--- src/rtl/core/pfsd_pkg.sv ---
// Package for the six-color Floyd-Steinberg ditherer: beat structs, item kinds,
// register indexes, the fixed palette and the error-term arithmetic helpers.
// No dependencies; every other file of the block imports it.
package pfsd_pkg;

  localparam int CFG_W      = 13;
  localparam int CFG_IDX_W  = 1;
  localparam int MAX_HEIGHT = 4096;
  localparam int NUM_CH     = 3;
  localparam int PAL_NUM    = 6;
  localparam int RGB_W      = 24;
  localparam int DIST_W     = 18;

  // Configuration register indexes.
  localparam logic [CFG_IDX_W-1:0] REG_LINE_WIDTH   = 1'b0;
  localparam logic [CFG_IDX_W-1:0] REG_FRAME_HEIGHT = 1'b1;

  typedef logic [7:0]        chan_t;
  typedef logic signed [8:0] err_t;
  typedef logic signed [9:0] acc_t;
  typedef logic [2:0]        pal_idx_t;

  // Input beat: one pixel or one flush marker.
  typedef struct packed {
    logic [7:0] red_in;
    logic [7:0] green_in;
    logic [7:0] blue_in;
    logic       flush;
  } pix_in_t;

  // Result beat: chosen palette entry and its color.
  typedef struct packed {
    logic [2:0] color_index;
    logic [7:0] red_out;
    logic [7:0] green_out;
    logic [7:0] blue_out;
    logic       frame_last;
  } pix_out_t;

  // What an accepted beat does once it reaches the compute stage.
  typedef enum logic [1:0] {
    KIND_STORE,
    KIND_PIX,
    KIND_FLUSH
  } item_kind_t;

  typedef struct packed {
    logic       keep;
    item_kind_t kind;
    logic       last_col;
    logic       col_nz;
  } item_ctl_t;

  // Palette colors packed as {red, green, blue}.
  function automatic logic [RGB_W-1:0] pal_rgb(input pal_idx_t idx);
    logic [RGB_W-1:0] rgb;
    case (idx)
      3'd0:    rgb = 24'h000000;
      3'd1:    rgb = 24'hFFFFFF;
      3'd2:    rgb = 24'hFF0000;
      3'd3:    rgb = 24'h00FF00;
      3'd4:    rgb = 24'h0000FF;
      3'd5:    rgb = 24'hFFFF00;
      default: rgb = 24'h000000;
    endcase
    return rgb;
  endfunction

  // Saturate a signed sum to the 0..255 channel range.
  function automatic chan_t clamp8(input acc_t v);
    chan_t r;
    if (v < 0) begin
      r = 8'd0;
    end else if (v > 10'sd255) begin
      r = 8'hFF;
    end else begin
      r = v[7:0];
    end
    return r;
  endfunction

  // Error term (e * k) / 16 with truncation toward zero.
  function automatic err_t err_term(input err_t e, input logic [3:0] k);
    logic signed [13:0] prod;
    logic [13:0]        mag;
    logic [13:0]        quo;
    prod = e * $signed({1'b0, k});
    mag  = prod[13] ? 14'(-prod) : 14'(prod);
    quo  = mag >> 4;
    return prod[13] ? err_t'(-$signed(quo)) : err_t'(quo);
  endfunction

endpackage

--- src/rtl/core/pfsd_seq.sv ---
// Position tracking of the ditherer: column and row counters and the sorting of
// each accepted beat into store, pixel, flush or dropped. Uses pfsd_pkg.
module pfsd_seq #(
  parameter int DEPTH = 4096
) (
  input  logic                          clk,
  input  logic                          rst_n,
  input  logic                          in_acc,
  input  logic                          flush,
  input  logic [pfsd_pkg::CFG_W-1:0]    line_width,
  input  logic [pfsd_pkg::CFG_W-1:0]    frame_height,
  output logic [$clog2(DEPTH)-1:0]      col,
  output pfsd_pkg::item_ctl_t           ctl
);
  import pfsd_pkg::*;

  localparam int AW = $clog2(DEPTH);

  logic [AW-1:0]    col_r, col_nxt;
  logic [CFG_W-1:0] row_r, row_nxt;
  logic [CFG_W-1:0] w_eff, h_eff, col_inc;
  logic             last_col, col_nz;

  // Effective geometry: zero acts as one, oversize values saturate.
  always_comb begin
    if (line_width == '0) begin
      w_eff = CFG_W'(1);
    end else if (line_width > CFG_W'(DEPTH)) begin
      w_eff = CFG_W'(DEPTH);
    end else begin
      w_eff = line_width;
    end
    if (frame_height == '0) begin
      h_eff = CFG_W'(1);
    end else if (frame_height > CFG_W'(MAX_HEIGHT)) begin
      h_eff = CFG_W'(MAX_HEIGHT);
    end else begin
      h_eff = frame_height;
    end
  end

  assign col_inc  = CFG_W'(col_r) + CFG_W'(1);
  assign last_col = (col_inc >= w_eff);
  assign col_nz   = (col_r != '0);

  // Classify the beat on the port and work out the next position.
  always_comb begin
    ctl.keep     = 1'b0;
    ctl.kind     = KIND_PIX;
    ctl.last_col = last_col;
    ctl.col_nz   = col_nz;
    col_nxt      = col_r;
    row_nxt      = row_r;
    if (flush) begin
      ctl.kind = KIND_FLUSH;
      if (row_r != '0) begin
        ctl.keep = 1'b1;
        if (last_col) begin
          col_nxt = '0;
          row_nxt = '0;
        end else begin
          col_nxt = col_r + AW'(1);
        end
      end
    end else if (row_r < h_eff) begin
      ctl.keep = 1'b1;
      ctl.kind = (row_r == '0) ? KIND_STORE : KIND_PIX;
      if (last_col) begin
        col_nxt = '0;
        row_nxt = row_r + CFG_W'(1);
      end else begin
        col_nxt = col_r + AW'(1);
      end
    end
  end

  // Counters advance on every accepted beat that is not dropped.
  always_ff @(posedge clk) begin
    if (!rst_n) begin
      col_r <= '0;
      row_r <= '0;
    end else if (in_acc) begin
      col_r <= col_nxt;
      row_r <= row_nxt;
    end
  end

  assign col = col_r;

endmodule

--- config.mk ---
export PLATFORM = sky130hd
export DESIGN_NAME = pfsd_seq
export DESIGN_NICKNAME = d
export VERILOG_FILES = /design/src/rtl/core/pfsd_pkg.sv /design/src/rtl/core/pfsd_seq.sv
export SDC_FILE = /design/constraint.sdc
export NUM_CORES = 1
export LEC_CHECK = 0
export BUFFER_PORTS_ARGS = -buffer_cell sky130_fd_sc_hd__buf_2
export CORE_ASPECT_RATIO = 0.6
export CORE_UTILIZATION = 55
export DETAILED_ROUTE_END_ITERATION = 12
export GPL_TIMING_DRIVEN = 0
export PLACE_DENSITY = 0.78
export SYNTH_ARGS = -nofsm -noshare
export SYNTH_HDL_FRONTEND = slang
export SYNTH_SLANG_ARGS = --single-unit
--- constraint.sdc ---
create_clock -name clk -period 3.73 [get_ports clk]
set_input_delay 0.5595 -clock clk [delete_from_list [all_inputs] [get_ports clk]]
set_output_delay 0.5595 -clock clk [all_outputs]
set_load 0.01 [all_outputs]
==> results_dict.tcl <==
set metrics [dict create \
    grt_pass1_wl_um 10600 \
    worst-path-max-fanout 8 \
    power.share.combinational_pct 23.8 \
    path_clk_slew_ns 0.09 \
    wl_per_cell_um 15.6 \
    ys_top_cells_by_count "nand2_1, ha_1, nand3_1" \
    core_um2 3850 \
    synthesis.nets 376 \
    synth.most_common_cell "nand2_1" \
    antenna_cells 0 \
    setup_viol 0 \
    cts_made_buffers 3 \
    power_leakage_nw 1.17 \
    h-tree-depth 1 \
    cts_tree "built" \
    p_clk_share_pct 28.0 \
    switching_share_pct 29.7 \
    p_per_area_nw_per_um2 209 \
    finalCriticalPeriod_ns 3.64 \
    synthCells 317 \
    p_switching_w 0.000170 \
    cp.required_ns 3.17 \
    antenna_found_initial 0 \
    r2r-end "col[9]$_SDFFE_PN0P_" \
    drt_iter0_markers 229 \
    die_h_um 52.4 \
    gr-total-overflow 0 \
    relSlewSlack_pct 57.1 \
    clk_latency_ns 0.27 \
    antenna_left 0 \
    fin_skew_ns 0.00474 \
    initial_core_util_pct 60.4 \
    worst_slew_pin_slew_ns 0.642 \
    yosysTopAreaCellShare_pct 21.5 \
    reg2reg_depth 14 \
    final_net_count 424 \
    critPathArrivalTime_ns 3.08 \
    seqPwrFrac_pct 48.2 \
    maxSlewViolCount 0 \
    postRouteWirelength_um 6550 \
    yosysTopAreaCell "dfxtp_1" \
    peakVddDrop_uv 173 \
    worst_setup_path_start_kind "flip-flop" \
    synth-edff-count 0 \
    fin_crit_sh_pct 97.5 \
    route.detailed.drc 0 \
    drive_gt1_share_pct 21.7 \
    fin_tns_setup_ns 0 \
    reg2reg_slack_ns 0.36 \
    gp_congestion 0.958 \
    grt.total_usage_pct 30.3 \
    areaGrowthSynthToFinish_pct 17.8 \
    die-area_um2 4500 \
    fin_area_um2 2740 \
    crit_path_end_kind "output pin" \
    root_buffer "clkbuf_8" \
    grt_pass1_vias 2114 \
    ys_seq_elements 25 \
    cts.sinks 25 \
    firstDrtPassIters 5 \
    place_area_um2 2610 \
    synth_area_um2 2330 \
    yosysSeqAreaShare_pct 21.5 \
    clk_path_buf_depth 2 \
    yosys-top-cells-area "dfxtp_1, ha_1, nand2_1" \
    grt_max_degree 14 \
    criticalPathCategory "flip-flop to output pin" \
    r2r-start "col[3]$_SDFFE_PN0P_" \
    ys_async_sr_fraction_pct 0 \
    syn_area_per_cell_um2 7.34 \
    yosys_most_used_dff "dfxtp_1" \
    routed_via_density 6.08 \
    dpl.hpwl_um 5180 \
    outcome "finished, final reports clean" \
    cap_viol_max_count 0 \
    boundaryPins 47 \
    hold_viol_final 0 \
    fp-row-count 17 \
    cp-endpoint "ctl[1]" \
    yosys_warnings 0 \
    cp-startpoint "col[3]$_SDFFE_PN0P_" \
    hp-class "flip-flop to flip-flop" \
    post_synth_num_cell_types 47 \
    max_clock_freq_mhz 275 \
    vias 2560 \
    p_int_w 0.000403 \
    fp.dieW_um 86.0 \
    port_buffers 43 \
]
[logic make-up (layout without fill, tap and decap cells)]
group,Yosys count,after routing,share of synthesized area [%]
DFF,25,25,21.5
AOI/OAI and AO/OA,64,64,18.6
adders and majority gates,29,29,15.6
xor gates and xnor gates,9,9,3.39
and+or+nand+nor,143,143,30.7
buffers and inverters,41,88,7.64
muxes,6,6,2.58
[worst min-delay path by stage]
stage	startpoint	endpoint	slack (ns)	cells past startpoint
after floorplan	row_r[0]$_SDFFE_PN0P_	row_r[3]$_SDFFE_PN0P_	0.49	2
after global placement	col[1]$_SDFFE_PN0P_	col[1]$_SDFFE_PN0P_	0.51	2
after detailed placement	row_r[0]$_SDFFE_PN0P_	row_r[3]$_SDFFE_PN0P_	0.52	2
after CTS	row_r[0]$_SDFFE_PN0P_	row_r[3]$_SDFFE_PN0P_	0.53	2
after global routing	col[1]$_SDFFE_PN0P_	col[1]$_SDFFE_PN0P_	0.55	2
final	col[1]$_SDFFE_PN0P_	col[1]$_SDFFE_PN0P_	0.52	2
[area by class of cell]
| type | instances | area [um^2] |
|---|---|---|
| Buffer | 20 | 110 |
| Clock buffer | 4 | 45.0 |
| Fill cell | 330 | 1110 |
| Inverter | 19 | 75.1 |
| Multi-Input combinational cell | 251 | 1700 |
| Sequential cell | 25 | 505 |
| Tap cell | 57 | 71.3 |
| Timing Repair Buffer | 45 | 230 |
[power by group through the flow]
stage	Clock [W]	Combinational [W]	Sequential [W]
after floorplan	0	0.0000826	0.000281
after global placement	0	0.000128	0.000281
after detailed placement	0	0.000129	0.000282
after CTS	0.000165	0.000132	0.000276
after global routing	0.000180	0.000152	0.000277
final	0.000161	0.000136	0.000276
[layout by cell type (no fill, tap or decap), drive strengths merged, types with 2 or more instances in the layout]
cell type,n
buf,55
nand2,45
ha,29
nand3,29
dfxtp,25
nor2,24
inv,18
o21ai,14
clkbuf,14
a21oi,13
a31oi,9
nor4,8
nand4,8
o211ai,6
or4,6
mux2i,6
xnor2,5
nand4b,5
o31ai,5
nand2b,5
o311ai,5
nor3,5
xor2,4
or3,3
nor4b,2
a211oi,2
[metrics by stage]
| stage | worst slack [ns] | power (W) | utilization [%] | hold WS, ns | instances |
|---|---|---|---|---|---|
| final | 0.0940 | 0.000574 | 71.2 | 0.519 | 421 |
| after global routing | -0.0133 | 0.000609 | 71.2 | 0.546 | 421 |
| after CTS | 0.00653 | 0.000574 | 70.1 | 0.534 | 421 |
| after detailed placement | -0.00757 | 0.000411 | 67.9 | 0.516 | 417 |
| after global placement | 0.0424 | 0.000409 | 67.9 | 0.514 | 417 |
| after floorplan | 0.506 | 0.000364 | - | 0.485 | 317 |
[critical path, stage by stage (launching register included)]
cell	delay (ns)
dfxtp_1	0.34
buf_4	0.17
nand3_2	0.15
or3_4	0.40
or2_2	0.34
xnor2_1	0.14
ha_1	0.22
a21oi_2	0.14
nand2_1	0.11
a2111o_1	0.36
nand2_2	0.11
inv_2	0.07
buf_4	0.13
buf_2	0.13
[state kept, by name (all words and copies together), names as in the netlist]
name / count
row_r: 13
col: 12
[what timing repair did]
action                     in CTS  in global routing
setup endpoints to repair       2                  2
resized for setup               7                 13
hold buffers                    0                  0
setup buffers                   1                  1
pin swaps                       1                  0
[per-layer routing]
metal	wire [um]	part of all wire, %	GRT usage, %
met3	787	12	7.24
met4	14	0.21	1.94
met2	2370	36	38.9
met1	3380	52	49.8
met5	0	0	0
(Power assumes the default switching activity.)
